`config.mk`:
```
export PLATFORM = sky130hd
export DESIGN_NAME = audio_buffer_pool_queue
export DESIGN_NICKNAME = d
export VERILOG_FILES = /design/src/abpq_pkg.sv /design/src/audio_buffer_pool_queue.sv /design/src/abpq_ctrl.sv /design/src/abpq_dp.sv
export VERILOG_INCLUDE_DIRS = /design/src /design/src/src
export SDC_FILE = /design/constraint.sdc
export NUM_CORES = 1
export LEC_CHECK = 0
export BUFFER_PORTS_ARGS = -buffer_cell sky130_fd_sc_hd__buf_2
export CAP_MARGIN = 20
export CORE_UTILIZATION = 45
export CTS_CLUSTER_SIZE = 10
export DETAILED_ROUTE_END_ITERATION = 7
export GPL_TIMING_DRIVEN = 0
export PLACE_DENSITY = 0.61
export RECOVER_POWER = 25
export SLEW_MARGIN = 20
export SYNTH_ARGS = -nofsm -noshare
export SYNTH_HDL_FRONTEND = slang
export SYNTH_HIERARCHICAL = 1
export SYNTH_SLANG_ARGS = --single-unit
```
`constraint.sdc`:
```
create_clock -name i_clk -period 16.5 [get_ports i_clk]
set_input_delay 1.65 -clock i_clk [delete_from_list [all_inputs] [get_ports i_clk]]
set_output_delay 1.65 -clock i_clk [all_outputs]
set_load 0.03 [all_outputs]
```
`src/audio_buffer_pool_queue_defines.svh`:
```
// Assertion macros for the audio buffer pool queue.
// Included by files that carry concurrent checks; expects i_clk and i_rst_n in scope.
`ifndef AUDIO_BUFFER_POOL_QUEUE_DEFINES_SVH
`define AUDIO_BUFFER_POOL_QUEUE_DEFINES_SVH

// same-cycle implication, disabled in reset
`define ABPQ_ASSERT_IMP(lbl, ante, cons, msg) \
    lbl: assert property (@(posedge i_clk) disable iff (!i_rst_n) (ante) |-> (cons)) \
        else $error(msg);

// next-cycle implication, disabled in reset
`define ABPQ_ASSERT_NXT(lbl, ante, cons, msg) \
    lbl: assert property (@(posedge i_clk) disable iff (!i_rst_n) (ante) |=> (cons)) \
        else $error(msg);

`endif

```
`src/abpq_pkg.sv`:
```
// Shared constants, codes and controller/datapath interface types for the
// audio buffer pool queue. No dependencies.
package abpq_pkg;

    localparam int BUF_N  = 4;
    localparam int IDX_W  = 2;
    localparam int CNT_W  = 3;
    localparam int LEN_W  = 20;
    localparam int FB_W   = 18;
    localparam int OFF_W  = 17;
    localparam int KIND_W = 3;
    localparam int OP_W   = 2;

    localparam logic [FB_W-1:0] FRAME_RST = FB_W'(512);

    localparam logic [OP_W-1:0] OP_PRODUCE = 2'd0;
    localparam logic [OP_W-1:0] OP_CONSUME = 2'd1;
    localparam logic [OP_W-1:0] OP_CLEAR   = 2'd2;

    localparam logic [KIND_W-1:0] K_GRANT   = 3'd0;
    localparam logic [KIND_W-1:0] K_REFUSE  = 3'd1;
    localparam logic [KIND_W-1:0] K_SEGMENT = 3'd2;
    localparam logic [KIND_W-1:0] K_NONE    = 3'd3;
    localparam logic [KIND_W-1:0] K_CLEARED = 3'd4;

    typedef struct packed {
        logic [KIND_W-1:0] kind;
        logic [IDX_W-1:0]  buffer_index;
        logic [OFF_W-1:0]  read_offset;
        logic [FB_W-1:0]   byte_count;
        logic [LEN_W-1:0]  unfilled_bytes;
        logic              last;
    } t_result;

    typedef struct packed {
        logic load;   // capture the accepted input transaction
        logic step;   // execute one result step
    } t_cmd;

    typedef struct packed {
        logic             out_free;   // output register can take a result
        logic             step_last;  // current step finishes the item
        logic [CNT_W-1:0] free_cnt;
        logic [CNT_W-1:0] fifo_cnt;
    } t_status;

endpackage

```
`src/audio_buffer_pool_queue.sv`:
```
// Audio buffer pool queue: produce, consume and clear items over 4 buffers.
// Produce and clear give one result, registered after the load and one step; a
// consume gives one segment per cycle while the output register has room, up to
// 4, one per buffer queued, or a none result if empty; one item at a time.
// Reset (synchronous, active low): all buffers free, queue empty, frame 512.
module audio_buffer_pool_queue (
    input  logic        i_clk,
    input  logic        i_rst_n,
    // input stream
    input  logic        i_s_tvalid,
    output logic        o_s_tready,
    input  logic [23:0] i_s_tdata,   // [19:0] request_bytes, rest zero
    input  logic [1:0]  i_s_tuser,   // [1:0] operation
    // result stream
    output logic        o_m_tvalid,
    input  logic        i_m_tready,
    output logic [63:0] o_m_tdata,   // [1:0] buffer_index, [18:2] read_offset,
                                     // [36:19] byte_count, [56:37] unfilled_bytes
    output logic [2:0]  o_m_tuser,   // [2:0] kind
    output logic        o_m_tlast,
    // configuration
    input  logic        psel,
    input  logic        penable,
    input  logic        pwrite,
    input  logic [2:0]  paddr,
    input  logic [31:0] pwdata,
    output logic [31:0] prdata,
    output logic        pready
);

    `include "audio_buffer_pool_queue_defines.svh"

    logic [abpq_pkg::FB_W-1:0] r_frame_bytes;
    abpq_pkg::t_cmd            w_cmd;
    abpq_pkg::t_status         w_status;
    abpq_pkg::t_result         w_out;
    logic                      w_pool_ok;
    logic                      w_single_out;
    logic                      w_in_acc;

    assign pready = 1'b1;

    always_ff @(posedge i_clk) begin
        if (!i_rst_n) begin
            r_frame_bytes <= abpq_pkg::FRAME_RST;
        end else if (psel && penable && pwrite && !paddr[2]) begin
            r_frame_bytes <= pwdata[abpq_pkg::FB_W-1:0];
        end
    end

    assign prdata = paddr[2] ? '0 : 32'(r_frame_bytes);

    abpq_ctrl u_ctrl (
        .i_clk      (i_clk),
        .i_rst_n    (i_rst_n),
        .i_in_valid (i_s_tvalid),
        .o_in_ready (o_s_tready),
        .i_status   (w_status),
        .o_cmd      (w_cmd)
    );

    abpq_dp u_dp (
        .i_clk         (i_clk),
        .i_rst_n       (i_rst_n),
        .i_cmd         (w_cmd),
        .o_status      (w_status),
        .i_op          (i_s_tuser),
        .i_len         (i_s_tdata[abpq_pkg::LEN_W-1:0]),
        .i_frame_bytes (r_frame_bytes),
        .o_out_valid   (o_m_tvalid),
        .i_out_ready   (i_m_tready),
        .o_out         (w_out)
    );

    assign o_m_tuser = w_out.kind;
    assign o_m_tlast = w_out.last;
    assign o_m_tdata = 64'({w_out.unfilled_bytes, w_out.byte_count,
                            w_out.read_offset, w_out.buffer_index});

    assign w_pool_ok    = (w_status.free_cnt + w_status.fifo_cnt)
                          == abpq_pkg::CNT_W'(abpq_pkg::BUF_N);
    assign w_single_out = o_m_tvalid && (o_m_tuser != abpq_pkg::K_SEGMENT);
    assign w_in_acc     = i_s_tvalid && o_s_tready;

    // every buffer is either free or queued
    `ABPQ_ASSERT_IMP(a_pool_conserved, 1'b1, w_pool_ok, "buffer lost or duplicated")
    // only segments can be followed by more results of the same item
    `ABPQ_ASSERT_IMP(a_single_last, w_single_out, o_m_tlast, "single result not marked last")
    // one item at a time: no back-to-back acceptance
    `ABPQ_ASSERT_NXT(a_one_item, w_in_acc, !o_s_tready, "input accepted while busy")

endmodule

```
`src/abpq_ctrl.sv`:
```
// Controller state machine for the audio buffer pool queue.
// Depends on abpq_pkg for the command and status types.
module abpq_ctrl (
    input  logic               i_clk,
    input  logic               i_rst_n,
    input  logic               i_in_valid,
    output logic               o_in_ready,
    input  abpq_pkg::t_status  i_status,
    output abpq_pkg::t_cmd     o_cmd
);

    localparam logic S_IDLE = 1'b0;
    localparam logic S_RUN  = 1'b1;

    logic r_state;
    logic n_state;

    always_comb begin
        n_state    = r_state;
        o_in_ready = 1'b0;
        o_cmd      = '0;
        unique case (r_state)
            S_IDLE: begin
                o_in_ready = 1'b1;
                if (i_in_valid) begin
                    o_cmd.load = 1'b1;
                    n_state    = S_RUN;
                end
            end
            S_RUN: begin
                // one result per cycle while the output register has room
                if (i_status.out_free) begin
                    o_cmd.step = 1'b1;
                    if (i_status.step_last) begin
                        n_state = S_IDLE;
                    end
                end
            end
            default: n_state = S_IDLE;
        endcase
    end

    always_ff @(posedge i_clk) begin
        if (!i_rst_n) begin
            r_state <= S_IDLE;
        end else begin
            r_state <= n_state;
        end
    end

endmodule

```
`src/abpq_dp.sv`:
```
// Datapath for the audio buffer pool queue: free stack, filled queue,
// per-buffer counts and the output register. Depends on abpq_pkg.
module abpq_dp (
    input  logic                          i_clk,
    input  logic                          i_rst_n,
    input  abpq_pkg::t_cmd                i_cmd,
    output abpq_pkg::t_status             o_status,
    input  logic [abpq_pkg::OP_W-1:0]     i_op,
    input  logic [abpq_pkg::LEN_W-1:0]    i_len,
    input  logic [abpq_pkg::FB_W-1:0]     i_frame_bytes,
    output logic                          o_out_valid,
    input  logic                          i_out_ready,
    output abpq_pkg::t_result             o_out
);

    localparam int N   = abpq_pkg::BUF_N;
    localparam int IW  = abpq_pkg::IDX_W;
    localparam int CW  = abpq_pkg::CNT_W;
    localparam int LW  = abpq_pkg::LEN_W;
    localparam int FW  = abpq_pkg::FB_W;
    localparam int OW  = abpq_pkg::OFF_W;

    logic [abpq_pkg::OP_W-1:0] r_op;
    logic [LW-1:0]             r_len;
    logic [IW-1:0]             r_seg;
    logic [IW-1:0]             r_stack [N];
    logic [CW-1:0]             r_free_cnt;
    logic [IW-1:0]             r_fifo [N];
    logic [IW-1:0]             r_head;
    logic [IW-1:0]             r_tail;
    logic [CW-1:0]             r_fifo_cnt;
    logic [FW-1:0]             r_rem [N];
    logic [FW-1:0]             r_size [N];
    logic                      r_out_valid;
    abpq_pkg::t_result         r_out;

    logic [IW-1:0]     w_top;
    logic [IW-1:0]     w_hidx;
    logic [FW-1:0]     w_rem;
    logic [OW-1:0]     w_off;
    logic              w_short;
    logic              w_refuse;
    logic [LW-1:0]     w_len_left;
    logic              w_emit;
    logic              w_last;
    logic              w_grant;
    logic              w_clear;
    logic              w_pop;
    logic              w_push;
    logic              w_rem_wr;
    logic [FW-1:0]     w_rem_val;
    abpq_pkg::t_result w_res;

    assign w_top      = IW'(r_free_cnt - CW'(1));
    assign w_hidx     = r_fifo[r_head];
    assign w_rem      = r_rem[w_hidx];
    assign w_off      = OW'(r_size[w_hidx] - w_rem);
    assign w_short    = LW'(w_rem) < r_len;
    assign w_len_left = r_len - LW'(w_rem);
    assign w_refuse   = (r_free_cnt == '0) || (r_fifo_cnt >= CW'(N));

    always_comb begin
        w_emit    = 1'b1;
        w_last    = 1'b1;
        w_grant   = 1'b0;
        w_clear   = 1'b0;
        w_pop     = 1'b0;
        w_push    = 1'b0;
        w_rem_wr  = 1'b0;
        w_rem_val = w_rem;
        w_res     = '0;
        w_res.last = 1'b1;
        unique case (r_op)
            abpq_pkg::OP_PRODUCE: begin
                if (w_refuse) begin
                    w_res.kind = abpq_pkg::K_REFUSE;
                end else begin
                    w_grant            = 1'b1;
                    w_res.kind         = abpq_pkg::K_GRANT;
                    w_res.buffer_index = r_stack[w_top];
                    w_res.byte_count   = i_frame_bytes;
                end
            end
            abpq_pkg::OP_CONSUME: begin
                if (r_fifo_cnt == '0) begin
                    w_res.kind           = abpq_pkg::K_NONE;
                    w_res.unfilled_bytes = r_len;
                end else begin
                    w_res.kind         = abpq_pkg::K_SEGMENT;
                    w_res.buffer_index = w_hidx;
                    w_res.read_offset  = w_off;
                    w_rem_wr           = 1'b1;
                    if (w_short) begin
                        // whole buffer drained; request continues unless this is the last segment
                        w_pop            = 1'b1;
                        w_push           = 1'b1;
                        w_rem_val        = '0;
                        w_res.byte_count = w_rem;
                        w_last = (r_fifo_cnt == CW'(1)) || (r_seg == IW'(N - 1));
                        w_res.last = w_last;
                        w_res.unfilled_bytes = w_last ? w_len_left : '0;
                    end else begin
                        // len does not exceed rem, so it fits the count width
                        w_pop            = (LW'(w_rem) == r_len);
                        w_push           = w_pop;
                        w_rem_val        = w_rem - r_len[FW-1:0];
                        w_res.byte_count = r_len[FW-1:0];
                    end
                end
            end
            abpq_pkg::OP_CLEAR: begin
                w_clear    = 1'b1;
                w_res.kind = abpq_pkg::K_CLEARED;
            end
            default: begin
                w_emit = 1'b0;
            end
        endcase
    end

    always_ff @(posedge i_clk) begin
        if (!i_rst_n) begin
            r_free_cnt <= CW'(N);
            r_head     <= '0;
            r_tail     <= '0;
            r_fifo_cnt <= '0;
            r_seg      <= '0;
            r_op       <= '0;
            for (int i = 0; i < N; i++) begin
                r_stack[i] <= IW'(N - 1 - i);
                r_rem[i]   <= abpq_pkg::FRAME_RST;
                r_size[i]  <= abpq_pkg::FRAME_RST;
            end
        end else if (i_cmd.load) begin
            r_op  <= i_op;
            r_len <= i_len;
            r_seg <= '0;
        end else if (i_cmd.step) begin
            if (w_clear) begin
                r_free_cnt <= CW'(N);
                r_head     <= '0;
                r_tail     <= '0;
                r_fifo_cnt <= '0;
                for (int i = 0; i < N; i++) begin
                    r_stack[i] <= IW'(N - 1 - i);
                    r_rem[i]   <= i_frame_bytes;
                    r_size[i]  <= i_frame_bytes;
                end
            end else if (w_grant) begin
                r_free_cnt                 <= r_free_cnt - CW'(1);
                r_size[r_stack[w_top]]     <= i_frame_bytes;
                r_rem[r_stack[w_top]]      <= i_frame_bytes;
                r_fifo[r_tail]             <= r_stack[w_top];
                r_tail                     <= r_tail + IW'(1);
                r_fifo_cnt                 <= r_fifo_cnt + CW'(1);
            end else begin
                if (w_rem_wr) begin
                    r_rem[w_hidx] <= w_rem_val;
                end
                if (w_pop) begin
                    r_head     <= r_head + IW'(1);
                    r_fifo_cnt <= r_fifo_cnt - CW'(1);
                end
                if (w_push && (r_free_cnt < CW'(N))) begin
                    r_stack[r_free_cnt[IW-1:0]] <= w_hidx;
                    r_free_cnt                  <= r_free_cnt + CW'(1);
                end
                if (w_pop && !w_last) begin
                    r_len <= w_len_left;
                    r_seg <= r_seg + IW'(1);
                end
            end
        end
    end

    // output register decouples result delivery from the next step
    always_ff @(posedge i_clk) begin
        if (!i_rst_n) begin
            r_out_valid <= 1'b0;
        end else if (i_cmd.step && w_emit) begin
            r_out_valid <= 1'b1;
        end else if (i_out_ready) begin
            r_out_valid <= 1'b0;
        end
    end

    always_ff @(posedge i_clk) begin
        if (i_cmd.step && w_emit) begin
            r_out <= w_res;
        end
    end

    assign o_out_valid        = r_out_valid;
    assign o_out              = r_out;
    assign o_status.out_free  = !r_out_valid || i_out_ready;
    assign o_status.step_last = w_last;
    assign o_status.free_cnt  = r_free_cnt;
    assign o_status.fifo_cnt  = r_fifo_cnt;

endmodule

```
# Word level (Yosys, flattened, before mapping)
# Memories as Yosys holds them, arrays and structs flattened. A register that Yosys moved wholly into a read port is not among the register bits.
# Cells that the tools add are included.
classes:
  shifts: 0
  n_lt_le_gt_ge: 3
  n_mul: 0
  reduce_logical: 36
  bitwise_logic: 19
  eq_ne: 8
  div: 0
  mux: 106
  n_addsub: 10
ops:
  columns: ["operator", "count"]
  rows:
  - ["18-bit 2-to-1 mux", 17]
  - ["20-bit 2-to-1 mux", 7]
  - ["18-bit OR reduction", 3]
  - ["1-bit 2-to-1 mux", 53]
  - ["37-bit 2-to-1 mux", 1]
  - ["18-bit one-hot mux with 2 select lines", 1]
  - ["2-bit 2-to-1 mux", 17]
  - ["21-bit 2-to-1 mux", 1]
  - ["18-bit by 20-bit == test with 1-bit output", 1]
  - ["18-bit by 20-bit < comparator with 1-bit output", 1]
  - ["20-bit by 18-bit subtractor with 20-bit output", 1]
  - ["3-bit 2-to-1 mux", 6]
  - ["18-bit subtractor", 1]
  - ["17-bit subtractor", 1]
  - ["1-bit bitwise OR", 12]
  - ["2-bit nonzero test", 5]
  - ["3-bit one-hot mux with 3 select lines", 1]
  - ["3-bit AND reduction", 3]
  - ["4-bit AND reduction", 2]
  - ["1-bit inverter", 7]
  - ["2-bit by 1-bit adder with 2-bit output (second input constant)", 3]
  - ["3-bit by 1-bit adder with 3-bit output (second input constant)", 2]
  - ["1-bit logical AND", 6]
  - ["3-bit logical NOT", 2]
  - ["other kinds (16)", 28]
word_totals:
  ramBits: 160
  latch_bits: 0
  output_inout_bits: 103
  ff_bits: 115
  memories: 4
  input_bits: 68
  elab_cells: 202
  romBits: 0
memory_table:
  columns: ["memory", "depth", "word_bits", "read_ports", "rd_clocked_by_memory_dff", "wr", "line", "text"]
  rows:
  - ["u_dp.r_rem", 4, 18, 1, 0, 4, "abpq_dp.sv:32", "logic [FW-1:0] r_rem [N];"]
  - ["u_dp.r_size", 4, 18, 1, 0, 4, "abpq_dp.sv:33", "logic [FW-1:0] r_size [N];"]
  - ["u_dp.r_fifo", 4, 2, 1, 1, 1, "abpq_dp.sv:28", "logic [IW-1:0] r_fifo [N];"]
  - ["u_dp.r_stack", 4, 2, 1, 0, 4, "abpq_dp.sv:26", "logic [IW-1:0] r_stack [N];"]

# Depth between registers and ports, before layout
# An unclocked memory read counts as a cell.
depth:
  word_depth: 15
  ltp_mapped: 18
  depth_no_buf: 16

# Cells and area by module
# The synthesis kept the hierarchy.
by_module_without_submodules:
  columns: ["mod", "seq_area_each_um2", "instances", "area_per_inst_um2", "cells_per_inst"]
  rows:
  - ["abpq_dp", 7457.2, 1, 14067.2, 1203]
  - ["audio_buffer_pool_queue", 360.3, 1, 1047.3, 122]
  - ["abpq_ctrl", 20.0, 1, 55.1, 6]

# Least setup slack after synthesis
# No wires, ideal clock.
synth_timing:
  path_kind: "input-to-reg"
  start: "in i_m_tready"
  end: "reg u_dp.r_out (netlist bit u_dp/o_out[0]), enable pin"
  setup_time_ps: 575
  cell_stages: 3
  slack_ps: 9502
  path_buffers: 0
  t_arrival_ps: 6424
  required_time_ps: 15925
  cell_sequence: "nand2b_1 -> and2_4 -> a21boi_0"
synth_rtl:
  columns: ["element", "line", "text"]
  rows:
  - ["start: declaration", "audio_buffer_pool_queue.sv:16", "input logic i_m_tready,"]
  - ["end signal: assignment", "abpq_dp.sv:189", "r_out <= w_res;"]
  - ["end: declaration", "abpq_dp.sv:35", "abpq_pkg::t_result r_out;"]

==> load_flow_metrics.sql <==
INSERT INTO impl_metrics (metric_group, metric, value, unit) VALUES
('die', 'design.die.area', '34400', 'µm²'),
('route', 'wl', '42600', 'µm'),
('power', 'power.static_leakage', '6.79', 'nW'),
('timing', 'period_minus_slack', '5.94', 'ns'),
('timing', 'setup_total_negative_slack', '0', 'ns'),
('logic_synthesis', 'seq_area_frac_synth', '51.7', '%'),
('critical_path', 'crit_chain', 'buf_2, nand2b_1, and2_0, a21boi_0, clkbuf_1, clkbuf_1', ''),
('layout', 'stdcell_area', '17400', 'µm²'),
('layout', 'syn_to_final_growth', '14.5', '%'),
('logic_synthesis', 'netlist_area', '15200', 'µm²'),
('critical_path', 'critical_path.max_stage_delay', '1.80', 'ns'),
('layout', 'fillerInstances', '3030', ''),
('route', 'drtAntennaViolNets', '0', ''),
('clocking', 'cts-buffers-inserted', '34', ''),
('logic_synthesis', 'synthCells', '1331', ''),
('timing', 'clock-skew-final', '0.0107', 'ns'),
('placed_design', 'gpl.final_weighted_congestion', '0.962', ''),
('timing', 'hold_viol_final', '0', ''),
('job', 'cap_viol_max_count', '1', ''),
('logic_synthesis', 'synth-warning-count', '6', ''),
('timing', 'maxClockFrequency', '0.168', 'GHz'),
('die', 'core_area', '32900', 'µm²'),
('placed_design', 'placed_cell_area', '16500', 'µm²'),
('grt', 'number_of_antenna_violations_at_the_first_check_in_global_routing', '0', ''),
('route', 'via_count', '10900', ''),
('route', 'detail_route.drc_violations', '0', ''),
('die', 'x_dimension_of_the_die', '186', 'µm'),
('critical_path', 'path_max_fanout', '24', ''),
('layout', 'num-nets-final', '1652', ''),
('clocking', 'ctsHoldBuffers', '0', ''),
('logic_synthesis', 'avgSynthCellArea', '11.4', 'µm²'),
('grt', 'grt.total_usage', '25.2', '%'),
('route', 'first_iter_violations', '1168', ''),
('critical_path', 'critPathArrivalTime', '6.07', 'ns'),
('timing', 'rsz0062_at_grt', 'no', ''),
('logic_synthesis', 'synth_cell_type_count', '78', ''),
('clocking', 'numClockSinks', '273', ''),
('critical_path', 'type_of_the_worst_setup_path', 'in -> reg', ''),
('logic_synthesis', 'synth.ff_latch_count', '273', ''),
('critical_path', 'worstSetupEndpointType', 'flip-flop', ''),
('die', 'std_cell_rows', '66', ''),
('layout', 'num_antenna_cells', '0', ''),
('critical_path', 'critPathMostFrequentCell', 'sky130_fd_sc_hd__clkbuf_1', ''),
('grt', 'grt_pass1_wl', '63600', 'µm'),
('timing', 'worst_slew_margin_relative_to_its_limit', '-55.5', '%'),
('clocking', 'cts-root-to-sink-buffers', '3', ''),
('power', 'vdd.ir_drop.worst', '55.2', 'µV'),
('timing', 'tightestPinTransition', '2.31', 'ns'),
('grt', 'grt_pass1_vias', '10500', ''),
('clocking', 'tritoncts', 'yes', ''),
('run_status', 'outcome', 'finished with violations', ''),
('clocking', 'resized_after_cts', '0', ''),
('critical_path', 'cp_data_required_time', '16.63', 'ns'),
('route', 'routed_wire_length_per_instance', '21.5', 'µm'),
('die', 'ioPinCount', '171', ''),
('clocking', 'clk_root_buffer_cell', 'sky130_fd_sc_hd__clkbuf_16', ''),
('route', 'count_of_tritonroute_iterations_in_the_first_routing_pass', '5', ''),
('route', 'avgViaCountPerCell', '5.51', ''),
('critical_path', 'timing.critical_path.buf_inv', '3', ''),
('power', 'power.density_cell_area', '106', 'nW/µm²'),
('logic_synthesis', 'synth_top_flop_cell', 'sky130_fd_sc_hd__edfxtp_1', ''),
('grt', 'grt_max_degree', '25', ''),
('timing', 'fin_crit_sh', '36.0', '%'),
('clocking', 'cts_setup_buffers', '0', ''),
('die', 'die_height', '186', 'µm'),
('layout', 'drive_above_1_share', '14.6', '%'),
('logic_synthesis', 'async_flop_share', '0', '%'),
('timing', 'setup_violations', '0', ''),
('placed_design', 'numPortBuffers', '128', ''),
('die', 'initial_core_utilization', '46.2', '%'),
('clocking', 'clock_tree.htree_level_count', '2', ''),
('clocking', 'clk-insertion-delay-late', '0.52', 'ns'),
('min_path', 'hp-class', 'reg -> reg', ''),
('clocking', 'clk_transition_reported_paths', '0.05', 'ns'),
('placed_design', 'post-dp-hpwl', '31500', 'µm'),
('critical_path', 'path_delay_family', 'buffers and inverters', ''),
('critical_path', 'worstSetupStartpointType', 'input pin', ''),
('logic_synthesis', 'number_of_enable_type_register_cells_in_the_synthesized_netlist', '237', ''),
('grt', 'grt_remaining_overflow', '0', ''),
('critical_path', 'critical-path-slowest-cell', 'sky130_fd_sc_hd__a21boi_0', ''),
('timing', 'count_of_pins_over_their_slew_limit', '18', ''),
('run_status', 'failed_checks', 'capacitance limit, slew limit', '');
synth_stat cells, drive strengths merged (7+ instances only):
cell type | instances | area, µm²
nand3 | 16 | 80.1
clkbuf | 38 | 143
mux4 | 35 | 792
nor2b | 28 | 175
xnor2 | 33 | 289
inv | 67 | 251
a211oi | 7 | 62.6
edfxtp | 237 | 7120
nand2 | 160 | 606
a22oi | 9 | 67.6
o21ai | 91 | 459
o21a | 9 | 67.6
nand2b | 14 | 87.6
mux2i | 48 | 500
nor3 | 16 | 90.1
a22o | 20 | 175
a21boi | 10 | 75.1
ha | 63 | 788
a21oi | 49 | 264
xor2 | 12 | 105
nor2 | 67 | 254
mux2 | 15 | 173
and3 | 12 | 75.1
and2 | 77 | 484
dfxtp | 36 | 721
buf | 42 | 302
a21o | 12 | 90.1
or3 | 9 | 56.3
o21bai | 36 | 270
and2b | 9 | 78.8
final cells by class:
class	count	area, µm²	area share (%)
timing repair buffer	131	579	3.33
clock buffer	50	911	5.24
tap	442	553	3.18
clock inverter	6	97.6	0.562
sequential	273	7840	45.1
buffer	80	435	2.51
multi-input combinational	931	6710	38.6
inverter	67	251	1.45
power breakdown:
group	internal (mW)	switching [mW]
clock network	0.413	0.284
logic	0.118	0.217
registers	0.790	0.0186
worst register-to-register path, cell delays in order (launching register included):
cell and delay, ns:
sky130_fd_sc_hd__dfxtp_1 0.33, sky130_fd_sc_hd__mux4_1 0.41, sky130_fd_sc_hd__buf_2 0.39, sky130_fd_sc_hd__buf_2 0.46
sky130_fd_sc_hd__mux4_2 0.63, sky130_fd_sc_hd__ha_1 0.30, sky130_fd_sc_hd__buf_2 0.22, sky130_fd_sc_hd__nand4_1 0.23
sky130_fd_sc_hd__or3_1 0.47, sky130_fd_sc_hd__o21a_1 0.24, sky130_fd_sc_hd__o2111a_1 0.17, sky130_fd_sc_hd__a21oi_4 0.29
sky130_fd_sc_hd__and2_1 0.17, sky130_fd_sc_hd__buf_2 0.16, sky130_fd_sc_hd__buf_6 0.20, sky130_fd_sc_hd__nand4_2 0.18
sky130_fd_sc_hd__a21boi_2 0.48, sky130_fd_sc_hd__buf_6 0.24
path summary, 6_finish.rpt:
| path | startpoint | endpoint | slack [ns] | cells after the start |
|---|---|---|---|---|
| min | u_dp/r_seg[1]$_SDFFE_PP0P_ | u_dp/r_seg[1]$_SDFFE_PP0P_ | 0.51 | 2 |
| max reg2reg | flip-flop | u_dp/r_len[15]$_DFFE_PP_ | 10.62 | 17 |
| max | i_m_tready | u_dp/o_out[47]$_SDFFCE_PP0P_ | 10.56 | 6 |
| min reg2reg | u_dp/r_seg[1]$_SDFFE_PP0P_ | u_dp/r_seg[1]$_SDFFE_PP0P_ | 0.51 | 2 |
per-layer routing:
layer / wire length, µm / up-vias / GRT usage [%]
met1: 18900 / 5194 / 34.8
met3: 3210 / 74 / 3.91
met4: 1540 / 0 / 9.84
met2: 19000 / 496 / 39.8
met5: 0 / - / 0
li1: - / 5137 / -
state kept, by name, summed over array words and instances (netlist names), 3 cells and up, named ones only:
| signal | count |
|---|---|
| u_dp/r_rem | 72 |
| u_dp/r_size | 68 |
| u_dp/o_out | 61 |
| u_dp/r_len | 20 |
| r_frame_bytes | 18 |
| u_dp/r_fifo | 8 |
| u_dp/r_stack | 8 |
| u_dp/r_fifo_cnt | 3 |
| u_dp/r_free_cnt | 3 |
cells by family after synthesis:
family	after synthesis	share of synthesized area [%]
buffers and inverters	147	4.59
multiplexers	98	9.66
adder cells (fa/ha/maj)	66	5.59
AO/OA/AOI/OAI	272	11.8
flip-flops	273	51.7
XOR/XNOR	45	2.60
AND/OR/NAND/NOR	428	14.1
other	2	0.0495
through the flow:
| step | power (mW) | std cells | hold slack, ns | util (%) | worst slack (ns) |
|---|---|---|---|---|---|
| 2_1_floorplan | 1.06 | 1351 | 0.468 | - | 9.50 |
| 5_1_grt | 1.91 | 1980 | 0.558 | 52.9 | 10.12 |
| 3_5_place_dp | 1.16 | 1924 | 0.504 | 50.3 | 10.58 |
| 4_1_cts | 1.85 | 1980 | 0.517 | 53.3 | 10.60 |
| 3_3_place_gp | 1.15 | 1921 | 0.481 | 50.0 | 7.71 |
| 6_report | 1.84 | 1980 | 0.513 | 52.9 | 10.56 |
cells in the final DEF, fill, tap and decap left out, types with 28 or more instances in the layout:
cell	instances
sky130_fd_sc_hd__clkbuf_16	34
sky130_fd_sc_hd__o21bai_1	36
sky130_fd_sc_hd__nor2_1	66
sky130_fd_sc_hd__and2_1	76
sky130_fd_sc_hd__inv_1	67
sky130_fd_sc_hd__nor2b_1	28
sky130_fd_sc_hd__xnor2_1	33
sky130_fd_sc_hd__o21ai_0	85
sky130_fd_sc_hd__edfxtp_1	237
sky130_fd_sc_hd__dfxtp_1	36
sky130_fd_sc_hd__nand2_1	158
sky130_fd_sc_hd__ha_1	63
sky130_fd_sc_hd__a21oi_1	46
sky130_fd_sc_hd__buf_2	75
sky130_fd_sc_hd__mux4_2	34
sky130_fd_sc_hd__clkbuf_1	122
sky130_fd_sc_hd__mux2i_1	45
Power figures use the tool's default switching activity.
